`config.mk`:
```
export PLATFORM = sky130hd
export DESIGN_NAME = civil_time_to_epoch_seconds_flat
export DESIGN_NICKNAME = d
export VERILOG_FILES = /design/src/hw/rtl/ctes_pkg.sv /design/src/hw/rtl/ctes_in_if.sv /design/src/hw/rtl/ctes_out_if.sv /design/src/hw/rtl/ctes_cfg_if.sv /design/src/hw/rtl/civil_time_to_epoch_seconds.sv /design/src/flat_wrapper.sv
export SDC_FILE = /design/constraint.sdc
export NUM_CORES = 2
export LEC_CHECK = 0
export BUFFER_PORTS_ARGS = -buffer_cell sky130_fd_sc_hd__buf_2
export CORE_ASPECT_RATIO = 0.9
export CORE_MARGIN = 1.5
export CORE_UTILIZATION = 55
export CTS_BUF_LIST = sky130_fd_sc_hd__clkbuf_4
export CTS_CLUSTER_SIZE = 14
export DETAILED_ROUTE_END_ITERATION = 6
export PLACE_DENSITY = 0.71
export SLEW_MARGIN = 20
export SYNTH_ARGS = -nofsm -noshare
export SYNTH_HDL_FRONTEND = slang
export SYNTH_SLANG_ARGS = --single-unit
export TNS_END_PERCENT = 100
```
`constraint.sdc`:
```
create_clock -name clk -period 16.9 [get_ports clk]
set_clock_uncertainty 0.15 [all_clocks]
set_input_delay 3.38 -clock clk [delete_from_list [all_inputs] [get_ports clk]]
set_output_delay 3.38 -clock clk [all_outputs]
set_load 0.02 [all_outputs]
```
`src/hw/rtl/ctes_pkg.sv`:
```
package ctes_pkg;

  localparam int OUT_WIDTH = 48;

  localparam int YEAR_BASE      = 1900;
  localparam int ERA_YEARS      = 400;
  localparam int ERA_DAYS       = 146097;
  // Days from 0000-03-01 to 1970-01-01, plus one for the first day of the month.
  localparam int EPOCH_SHIFT    = 719469;
  localparam int DAY_SECONDS    = 86400;
  localparam int HOUR_SECONDS   = 3600;
  localparam int MINUTE_SECONDS = 60;

  localparam int DOY_WIDTH = 9;
  localparam int DOE_WIDTH = 18;

  // Day of the March-based year on which a month begins, month 0 being January.
  function automatic logic [DOY_WIDTH-1:0] month_day_offset(input logic [3:0] month);
    logic [DOY_WIDTH-1:0] offset;
    unique case (month)
      4'd0:    offset = 9'd306;
      4'd1:    offset = 9'd337;
      4'd2:    offset = 9'd0;
      4'd3:    offset = 9'd31;
      4'd4:    offset = 9'd61;
      4'd5:    offset = 9'd92;
      4'd6:    offset = 9'd122;
      4'd7:    offset = 9'd153;
      4'd8:    offset = 9'd184;
      4'd9:    offset = 9'd214;
      4'd10:   offset = 9'd245;
      4'd11:   offset = 9'd275;
      default: offset = 9'd0;
    endcase
    return offset;
  endfunction

endpackage

```
`src/hw/rtl/ctes_in_if.sv`:
```
interface ctes_in_if #(
  parameter int FIELD_WIDTH = 16
);
  logic                          valid;
  logic                          ready;
  logic signed [FIELD_WIDTH-1:0] years_since_1900;
  logic signed [FIELD_WIDTH-1:0] month_index;
  logic signed [FIELD_WIDTH-1:0] day_of_month;
  logic signed [FIELD_WIDTH-1:0] hour_value;
  logic signed [FIELD_WIDTH-1:0] minute_value;
  logic signed [FIELD_WIDTH-1:0] second_value;

  modport source (
    output valid, years_since_1900, month_index, day_of_month,
           hour_value, minute_value, second_value,
    input  ready
  );

  modport sink (
    input  valid, years_since_1900, month_index, day_of_month,
           hour_value, minute_value, second_value,
    output ready
  );
endinterface

```
`src/hw/rtl/ctes_out_if.sv`:
```
interface ctes_out_if;
  logic                                  valid;
  logic                                  ready;
  logic signed [ctes_pkg::OUT_WIDTH-1:0] epoch_seconds;
  logic                                  overflow;

  modport source (
    output valid, epoch_seconds, overflow,
    input  ready
  );

  modport sink (
    input  valid, epoch_seconds, overflow,
    output ready
  );
endinterface

```
`src/hw/rtl/ctes_cfg_if.sv`:
```
interface ctes_cfg_if;
  logic valid;
  logic ready;
  logic narrow_time_mode;

  modport source (
    output valid, narrow_time_mode,
    input  ready
  );

  modport sink (
    input  valid, narrow_time_mode,
    output ready
  );
endinterface

```
`src/hw/rtl/civil_time_to_epoch_seconds.sv`:
```
// Nine register stages, each with its own valid bit, carry an item in order to the output;
// throughput is one item per cycle while the output is ready.
// A stalled output holds only the stages that are full, so bubbles close up.
// The widest multiply is the days-times-86400 product, split into two partial products.
// Reset (synchronous, active high) empties every stage and clears the narrow mode.
module civil_time_to_epoch_seconds #(
  parameter int FIELD_WIDTH = 16
) (
  input logic       clk,
  input logic       rst,
  ctes_cfg_if.sink  cfg,
  ctes_in_if.sink   item,
  ctes_out_if.source result
);
  import ctes_pkg::*;

  localparam int NS = 9;
  localparam int FW = FIELD_WIDTH;

  // Floor division of the month by 12, done on a biased unsigned value.
  localparam int UW12 = FW + 1;
  localparam int M12W = UW12 - 3;
  localparam logic [M12W-1:0] M12    = M12W'((64'd1 << UW12) / 64'd12);
  localparam logic [UW12-1:0] BIAS12 = UW12'(64'd12 << (FW - 4));

  // Floor division of the year by 400, also biased.
  localparam int YW  = ((FW > 12) ? FW : 12) + 2;
  localparam int UW4 = YW + 1;
  localparam int M4W = UW4 - 8;
  localparam logic [M4W-1:0] M400 = M4W'((64'd1 << UW4) / 64'd400);
  localparam logic [UW4-1:0] K3   = UW4'(longint'(YEAR_BASE) - (longint'(1) << (FW - 4))
                                         + (longint'(ERA_YEARS) << (YW - 8)));

  localparam int EW  = M4W + 1;
  localparam logic signed [EW-1:0] ERA_BIAS = EW'(longint'(1) << (YW - 8));
  localparam int EPW = EW + 19;
  localparam int DW  = EPW + 1;
  localparam int DHW = DW - 24;
  localparam int HW  = FW + 14;
  localparam int SW  = ((DW + 18) > 49) ? (DW + 18) : 49;

  localparam logic signed [18:0] ERA_DAYS_S = 19'(ERA_DAYS);
  localparam logic signed [17:0] DAY_SEC_S  = 18'(DAY_SECONDS);
  localparam logic        [16:0] DAY_SEC_U  = 17'(DAY_SECONDS);
  localparam logic signed [12:0] HOUR_SEC_S = 13'(HOUR_SECONDS);
  localparam logic signed [7:0]  MIN_SEC_S  = 8'(MINUTE_SECONDS);
  localparam logic [UW4-1:0]     ERA_YEARS_W = UW4'(ERA_YEARS);
  localparam logic [DW-1:0]      EPOCH_SHIFT_W = DW'(EPOCH_SHIFT);

  logic narrow_mode;

  always_ff @(posedge clk) begin
    if (rst) begin
      narrow_mode <= 1'b0;
    end else if (cfg.valid && cfg.ready) begin
      narrow_mode <= cfg.narrow_time_mode;
    end
  end

  assign cfg.ready = 1'b1;

  // Per-stage valid bits and advance enables.
  logic [NS:1]   v;
  logic [NS+1:1] adv;

  always_comb begin
    adv[NS+1] = result.ready;
    for (int k = NS; k >= 1; k--) begin
      adv[k] = !v[k] || adv[k+1];
    end
  end

  assign item.ready = adv[1];

  always_ff @(posedge clk) begin
    if (rst) begin
      v <= '0;
    end else begin
      if (adv[1]) begin
        v[1] <= item.valid;
      end
      for (int k = 2; k <= NS; k++) begin
        if (adv[k]) begin
          v[k] <= v[k-1];
        end
      end
    end
  end

  // Stage 1: bias the month and multiply by the reciprocal of 12.
  logic [UW12-1:0]          u12_c;
  logic [UW12+M12W-1:0]     p12_c;
  logic signed [FW+12:0]    hp_c;
  logic signed [FW+7:0]     mp_c;

  assign u12_c = UW12'(item.month_index) + BIAS12;
  assign p12_c = u12_c * M12;
  assign hp_c  = item.hour_value * HOUR_SEC_S;
  assign mp_c  = item.minute_value * MIN_SEC_S;

  logic [UW12-1:0]       s1_u12;
  logic [M12W-1:0]       s1_q;
  logic signed [FW-1:0]  s1_year;
  logic signed [FW-1:0]  s1_day;
  logic signed [FW+12:0] s1_hp;
  logic signed [FW+7:0]  s1_mp;
  logic signed [FW-1:0]  s1_sec;

  always_ff @(posedge clk) begin
    if (adv[1]) begin
      s1_u12  <= u12_c;
      s1_q    <= p12_c[UW12+M12W-1:UW12];
      s1_year <= item.years_since_1900;
      s1_day  <= item.day_of_month;
      s1_hp   <= hp_c;
      s1_mp   <= mp_c;
      s1_sec  <= item.second_value;
    end
  end

  // Stage 2: correct the quotient estimate; sum the time of day.
  logic [UW12-1:0] r12_full_c;
  logic [4:0]      r12_c;
  logic            corr12_c;

  assign r12_full_c = s1_u12 - ((UW12'(s1_q) << 3) + (UW12'(s1_q) << 2));
  assign r12_c      = r12_full_c[4:0];
  assign corr12_c   = r12_c >= 5'd12;

  logic [M12W-1:0]      s2_q;
  logic [3:0]           s2_month;
  logic signed [FW-1:0] s2_year;
  logic signed [FW-1:0] s2_day;
  logic signed [HW-1:0] s2_hms;

  always_ff @(posedge clk) begin
    if (adv[2]) begin
      s2_q     <= s1_q + M12W'(corr12_c);
      s2_month <= corr12_c ? 4'(r12_c - 5'd12) : r12_c[3:0];
      s2_year  <= s1_year;
      s2_day   <= s1_day;
      s2_hms   <= HW'(s1_hp) + HW'(s1_mp) + HW'(s1_sec);
    end
  end

  // Stage 3: carried year, moved back one for January and February, biased for /400.
  logic jan_feb_c;

  assign jan_feb_c = s2_month < 4'd2;

  logic [UW4-1:0]       s3_u400;
  logic [DOY_WIDTH-1:0] s3_doy;
  logic signed [FW-1:0] s3_day;
  logic signed [HW-1:0] s3_hms;

  always_ff @(posedge clk) begin
    if (adv[3]) begin
      s3_u400 <= UW4'(s2_year) + UW4'(s2_q) + K3 - UW4'(jan_feb_c);
      s3_doy  <= month_day_offset(s2_month);
      s3_day  <= s2_day;
      s3_hms  <= s2_hms;
    end
  end

  // Stage 4: reciprocal multiply for the era.
  logic [UW4+M4W-1:0] p400_c;

  assign p400_c = s3_u400 * M400;

  logic [UW4-1:0]       s4_u400;
  logic [M4W-1:0]       s4_q;
  logic [DOY_WIDTH-1:0] s4_doy;
  logic signed [FW-1:0] s4_day;
  logic signed [HW-1:0] s4_hms;

  always_ff @(posedge clk) begin
    if (adv[4]) begin
      s4_u400 <= s3_u400;
      s4_q    <= p400_c[UW4+M4W-1:UW4];
      s4_doy  <= s3_doy;
      s4_day  <= s3_day;
      s4_hms  <= s3_hms;
    end
  end

  // Stage 5: correct the era estimate; the remainder is the year of the era.
  logic [UW4-1:0] r400_full_c;
  logic [9:0]     r400_c;
  logic           corr400_c;

  assign r400_full_c = s4_u400 - ((UW4'(s4_q) << 8) + (UW4'(s4_q) << 7) + (UW4'(s4_q) << 4));
  assign r400_c      = r400_full_c[9:0];
  assign corr400_c   = r400_c >= 10'(ERA_YEARS_W);

  logic [M4W-1:0]       s5_era;
  logic [8:0]           s5_yoe;
  logic [DOY_WIDTH-1:0] s5_doy;
  logic signed [FW-1:0] s5_day;
  logic signed [HW-1:0] s5_hms;

  always_ff @(posedge clk) begin
    if (adv[5]) begin
      s5_era <= s4_q + M4W'(corr400_c);
      s5_yoe <= corr400_c ? 9'(r400_c - 10'(ERA_YEARS_W)) : r400_c[8:0];
      s5_doy <= s4_doy;
      s5_day <= s4_day;
      s5_hms <= s4_hms;
    end
  end

  // Stage 6: days of the whole eras and day of the era.
  logic signed [EW-1:0]  era_c;
  logic signed [EPW-1:0] eprod_c;
  logic [1:0]            cent_c;
  logic [DOE_WIDTH-1:0]  doe_c;

  assign era_c   = $signed({1'b0, s5_era}) - ERA_BIAS;
  assign eprod_c = era_c * ERA_DAYS_S;
  assign cent_c  = {1'b0, s5_yoe >= 9'd100} + {1'b0, s5_yoe >= 9'd200}
                 + {1'b0, s5_yoe >= 9'd300};
  assign doe_c   = DOE_WIDTH'(s5_yoe) * DOE_WIDTH'(365) + DOE_WIDTH'(s5_yoe >> 2)
                 - DOE_WIDTH'(cent_c) + DOE_WIDTH'(s5_doy);

  logic signed [EPW-1:0] s6_eprod;
  logic [DOE_WIDTH-1:0]  s6_doe;
  logic signed [FW-1:0]  s6_day;
  logic signed [HW-1:0]  s6_hms;

  always_ff @(posedge clk) begin
    if (adv[6]) begin
      s6_eprod <= eprod_c;
      s6_doe   <= doe_c;
      s6_day   <= s5_day;
      s6_hms   <= s5_hms;
    end
  end

  // Stage 7: days since the epoch.
  logic signed [DW-1:0] s7_days;
  logic signed [HW-1:0] s7_hms;

  always_ff @(posedge clk) begin
    if (adv[7]) begin
      s7_days <= DW'(s6_eprod) + DW'(s6_doe) + DW'(s6_day) - EPOCH_SHIFT_W;
      s7_hms  <= s6_hms;
    end
  end

  // Stage 8: days times 86400, split into two partial products.
  logic [23:0]           dl_c;
  logic signed [DHW-1:0] dh_c;
  logic [40:0]           pl_c;
  logic signed [DHW+17:0] ph_c;

  assign dl_c = s7_days[23:0];
  assign dh_c = s7_days[DW-1:24];
  assign pl_c = dl_c * DAY_SEC_U;
  assign ph_c = dh_c * DAY_SEC_S;

  logic [40:0]            s8_pl;
  logic signed [DHW+17:0] s8_ph;
  logic signed [HW-1:0]   s8_hms;

  always_ff @(posedge clk) begin
    if (adv[8]) begin
      s8_pl  <= pl_c;
      s8_ph  <= ph_c;
      s8_hms <= s7_hms;
    end
  end

  // Stage 9: final sum and the signed 32-bit range check.
  logic signed [SW-1:0] secs_c;
  logic                 ovf_c;

  assign secs_c = (SW'(s8_ph) << 24) + SW'(s8_pl) + SW'(s8_hms);
  assign ovf_c  = narrow_mode && !((&secs_c[SW-1:31]) || !(|secs_c[SW-1:31]));

  logic signed [OUT_WIDTH-1:0] epoch_q;
  logic                        overflow_q;

  always_ff @(posedge clk) begin
    if (adv[9]) begin
      epoch_q    <= ovf_c ? '1 : secs_c[OUT_WIDTH-1:0];
      overflow_q <= ovf_c;
    end
  end

  assign result.valid         = v[NS];
  assign result.epoch_seconds = epoch_q;
  assign result.overflow      = overflow_q;

  // The input side only stalls when every stage holds an item.
  a_ready_only_when_full: assert property (@(posedge clk) disable iff (rst)
    !item.ready |-> (&v))
    else $error("input stalled while the pipeline has a bubble");

  // A full first stage that cannot move keeps its item.
  a_first_stage_holds: assert property (@(posedge clk) disable iff (rst)
    v[1] && !adv[1] |=> v[1])
    else $error("item dropped from the first stage during a stall");

  // An overflowing result carries the all-ones error value.
  a_overflow_value: assert property (@(posedge clk) disable iff (rst)
    result.valid && result.overflow |-> (result.epoch_seconds == '1))
    else $error("overflow result without the all-ones value");

endmodule
```
`src/flat_wrapper.sv`:
```
// flat-port wrapper written by rule: the top's interface ports become plain ports
module civil_time_to_epoch_seconds_flat import ctes_pkg::*;
#(
  parameter int FIELD_WIDTH = 16
)
  (clk, rst, cfg_valid, cfg_narrow_time_mode, cfg_ready, item_valid, item_years_since_1900, item_month_index, item_day_of_month, item_hour_value, item_minute_value, item_second_value, item_ready, result_valid, result_epoch_seconds, result_overflow, result_ready);
  ctes_cfg_if cfg_i ();
  ctes_in_if #(.FIELD_WIDTH(FIELD_WIDTH)) item_i ();
  ctes_out_if result_i ();
  input logic clk;
  input logic rst;
  input wire logic [$bits(cfg_i.valid)-1:0] cfg_valid;
  input wire logic [$bits(cfg_i.narrow_time_mode)-1:0] cfg_narrow_time_mode;
  output wire logic [$bits(cfg_i.ready)-1:0] cfg_ready;
  input wire logic [$bits(item_i.valid)-1:0] item_valid;
  input wire logic [$bits(item_i.years_since_1900)-1:0] item_years_since_1900;
  input wire logic [$bits(item_i.month_index)-1:0] item_month_index;
  input wire logic [$bits(item_i.day_of_month)-1:0] item_day_of_month;
  input wire logic [$bits(item_i.hour_value)-1:0] item_hour_value;
  input wire logic [$bits(item_i.minute_value)-1:0] item_minute_value;
  input wire logic [$bits(item_i.second_value)-1:0] item_second_value;
  output wire logic [$bits(item_i.ready)-1:0] item_ready;
  output wire logic [$bits(result_i.valid)-1:0] result_valid;
  output wire logic [$bits(result_i.epoch_seconds)-1:0] result_epoch_seconds;
  output wire logic [$bits(result_i.overflow)-1:0] result_overflow;
  input wire logic [$bits(result_i.ready)-1:0] result_ready;
  assign cfg_i.valid = cfg_valid;
  assign cfg_i.narrow_time_mode = cfg_narrow_time_mode;
  assign cfg_ready = cfg_i.ready;
  assign item_i.valid = item_valid;
  assign item_i.years_since_1900 = item_years_since_1900;
  assign item_i.month_index = item_month_index;
  assign item_i.day_of_month = item_day_of_month;
  assign item_i.hour_value = item_hour_value;
  assign item_i.minute_value = item_minute_value;
  assign item_i.second_value = item_second_value;
  assign item_ready = item_i.ready;
  assign result_valid = result_i.valid;
  assign result_epoch_seconds = result_i.epoch_seconds;
  assign result_overflow = result_i.overflow;
  assign result_i.ready = result_ready;
  civil_time_to_epoch_seconds #(.FIELD_WIDTH(FIELD_WIDTH)) u_core (.clk(clk), .rst(rst), .cfg(cfg_i), .item(item_i), .result(result_i));
endmodule
```
==> results.sh <==
export IMPL_core_um2=96080
export IMPL_grt_usage=0.1961
export IMPL_syn_inst=4432
export IMPL_hold_depth=0
export IMPL_tritoncts="yes"
export IMPL_synth_cell_types=84
export IMPL_critPathKind="in2out"
export IMPL_ys_warnings_count=0
export IMPL_fin_crit_sh=0.5761
export IMPL_drt_iter0_drc=1645
export IMPL_synth_edf_count=706
export IMPL_synth_seq_cells=716
export IMPL_post_route_min_period_ps=9736
export IMPL_grt_pass1_vias=32330
export IMPL_hpwl_um=75940
export IMPL_synth_async_sr_flop_share=0
export IMPL_syn_nets=5768
export IMPL_met3_length_um=4759
export IMPL_cts_buffers=187
export IMPL_dieHeight_um=298.0
export IMPL_timing_fmax_ghz=0.1027
export IMPL_cts_resized_gates=0
export IMPL_worstPathMaxFanout=29
export IMPL_rsz0062_at_grt="false"
export IMPL_met2WireLength_um=43090
export IMPL_crit_path_start_kind="input port"
export IMPL_cts_num_sinks=716
export IMPL_tns_ps=0
export IMPL_synth_top_area_share=0.3985
export IMPL_gp_congestion=0.8821
export IMPL_drc=0
export IMPL_ys_seq_area_frac=0.4023
export IMPL_grt_pass1_wl_um=154900
export IMPL_ys_top_cells_by_area="edfxtp_1, ha_1, fa_1"
export IMPL_synth_avg_cell_area_um2=12.00
export IMPL_num_io_pins=154
export IMPL_cts_root_buffer="clkbuf_4"
export IMPL_clock_latency_ps=1100
export IMPL_worstMarginPinSlew_ps=1050
export IMPL_port_buffers=152
export IMPL_setup_violations=0
export IMPL_ff2ff_path_depth=21
export IMPL_dr_max_layer_used="met4"
export IMPL_hold_viol=0
export IMPL_die_area_um2=98600
export IMPL_clk_pin_slew_worst_paths_ps=60
export IMPL_area_delta_synth_final_pct=8.860
export IMPL_routedWlPerCell_um=15.15
export IMPL_arrival_ps=6210
export IMPL_crit_path_end_kind="output pin"
export IMPL_synth_flop_cell="edfxtp_1"
export IMPL_ant_nets=0
export IMPL_ctsLongestPathBuffers=3
export IMPL_antenna_found_initial=7
export IMPL_status="completed"
export IMPL_yosys_area_top_type="edfxtp_1"
export IMPL_start_util=0.5537
export IMPL_dr_pass1_iters=5
export IMPL_drv_slew=0
export IMPL_maxSlewHeadroom=0.3002
export IMPL_die_width_um=330.8
export IMPL_fin_nets=6087
export IMPL_maxCapViolCount=0
export IMPL_hp_class="reg2reg"
export IMPL_ctsHoldBuffers=0
export IMPL_finalWirelength_um=93330
export IMPL_num_vias=32110
export IMPL_synth_area_um2=53200
export IMPL_drive_gt1_frac=0.09988
export IMPL_met1_length_um=43640
export IMPL_cts_max_level=4
export IMPL_required_ps=13370
export IMPL_viasPerCell=5.210
export IMPL_rows=108
export IMPL_postCtsSetupRepairBufs=0
export IMPL_grt_max_degree=81
export IMPL_gr_total_overflow=0
[logic make-up (layout without fill, tap and decap cells)]
| logic type | after synthesis | after routing | synth area share |
|---|---|---|---|
| xor gates and xnor gates | 272 | 272 | 0.04478 |
| DFF | 716 | 716 | 0.4023 |
| other | 1 | 12 | 0.00007049 |
| adders and majority gates | 1234 | 1234 | 0.3458 |
| AOI/OAI and AO/OA | 673 | 673 | 0.08293 |
| buffers and inverters | 909 | 1363 | 0.06461 |
| and+or+nand+nor | 613 | 613 | 0.05671 |
| muxes | 14 | 14 | 0.002752 |
[flip-flops by register name, summed over array words and instances, names as in the netlist, 21 cells and up]
name                         count
u_core.s2_hms                   30
u_core.s1_hp                    25
u_core.s1_mp                    21
u_core.s6_eprod                 31
u_core.s8_pl                    34
u_core.result.epoch_seconds     48
u_core.s4_hms                   30
u_core.s8_hms                   30
u_core.s6_hms                   30
u_core.s3_hms                   30
u_core.s7_hms                   30
u_core.s7_days                  32
u_core.s5_hms                   30
[through the flow]
step                      cell area [µm²]  setup slack (ps)    util  hold slack, ps  std cells
after floorplan                     53200              3950       -           250.3       4432
after global placement              55510              7296  0.5778           250.5       5827
after detailed placement            55510              7223  0.5778           254.5       5827
after CTS                           57870              7220  0.6023           231.4       6151
after global routing                57900              6850  0.6026           246.5       6158
final                               57910              7164  0.6027           240.8       6162
[critical path, cell delays in order]
cell and delay, ps:
buf_2 100, nor2b_1 210, and2_1 270, and3_1 390, nand3_4 340, nor2_1 660
nand3_4 500, buf_2 330
[area by class of cell]
cell class / count / area, µm²
Clock inverter: 69 / 442.9
Tap cell: 1265 / 1583
Inverter: 877 / 3296
Multi-Input combinational cell: 2807 / 28410
Timing Repair Buffer: 162 / 835.8
Clock buffer: 255 / 1914
Antenna cell: 11 / 27.53
Sequential cell: 716 / 21400
Fill cell: 7828 / 38170
[metal layers]
metal | vias to the layer above | GRT usage
li1 | 16050 | -
met2 | 535 | 0.3103
met3 | 135 | 0.04135
met1 | 15390 | 0.2711
met4 | 0 | 0.06023
met5 | - | 0
[worst paths after layout]
kind | slack [ps] | to | start
setup / recovery | 7160 | item_ready | result_ready
hold reg to reg | 240 | u_core.s2_year[3] | u_core.s1_year[3]
setup reg to reg | 10590 | u_core.s6_doe[16] | u_core.s5_yoe[4]
hold / removal | 240 | u_core.s2_year[3] | u_core.s1_year[3]
[synthesized netlist by cell type, drive strengths merged (9+ instances only)]
cell type,instances
nand2,129
a21boi,10
nor2b,28
edfxtp,706
o211ai,17
and3,35
inv,877
xnor2,193
o21a,20
fa,394
dfxtp,10
or2,14
o21ai,120
a21oi,192
o31ai,14
nand4,21
o22ai,9
a31oi,23
xor2,79
a211o,11
mux2i,9
nor2,163
a211oi,28
nand3,66
or3,17
clkbuf,24
a21o,105
ha,840
nor3,58
and2,17
o21bai,51
nand2b,25
[placed cells by master (no fill, tap or decap), types with 58 or more instances in the layout]
| cell | n |
|---|---|
| xnor2_1 | 193 |
| ha_1 | 840 |
| buf_2 | 152 |
| o21ai_0 | 114 |
| fa_1 | 394 |
| xor2_1 | 79 |
| inv_1 | 873 |
| nand3_1 | 64 |
| nand2_1 | 126 |
| nor2_1 | 163 |
| edfxtp_1 | 706 |
| a21oi_1 | 192 |
| clkbuf_4 | 255 |
| a21o_1 | 105 |
| nor3_1 | 58 |
Power is left out: the tool's default activity adds up to more than one toggle a clock period on the data nets, which glitch-free logic cannot reach.
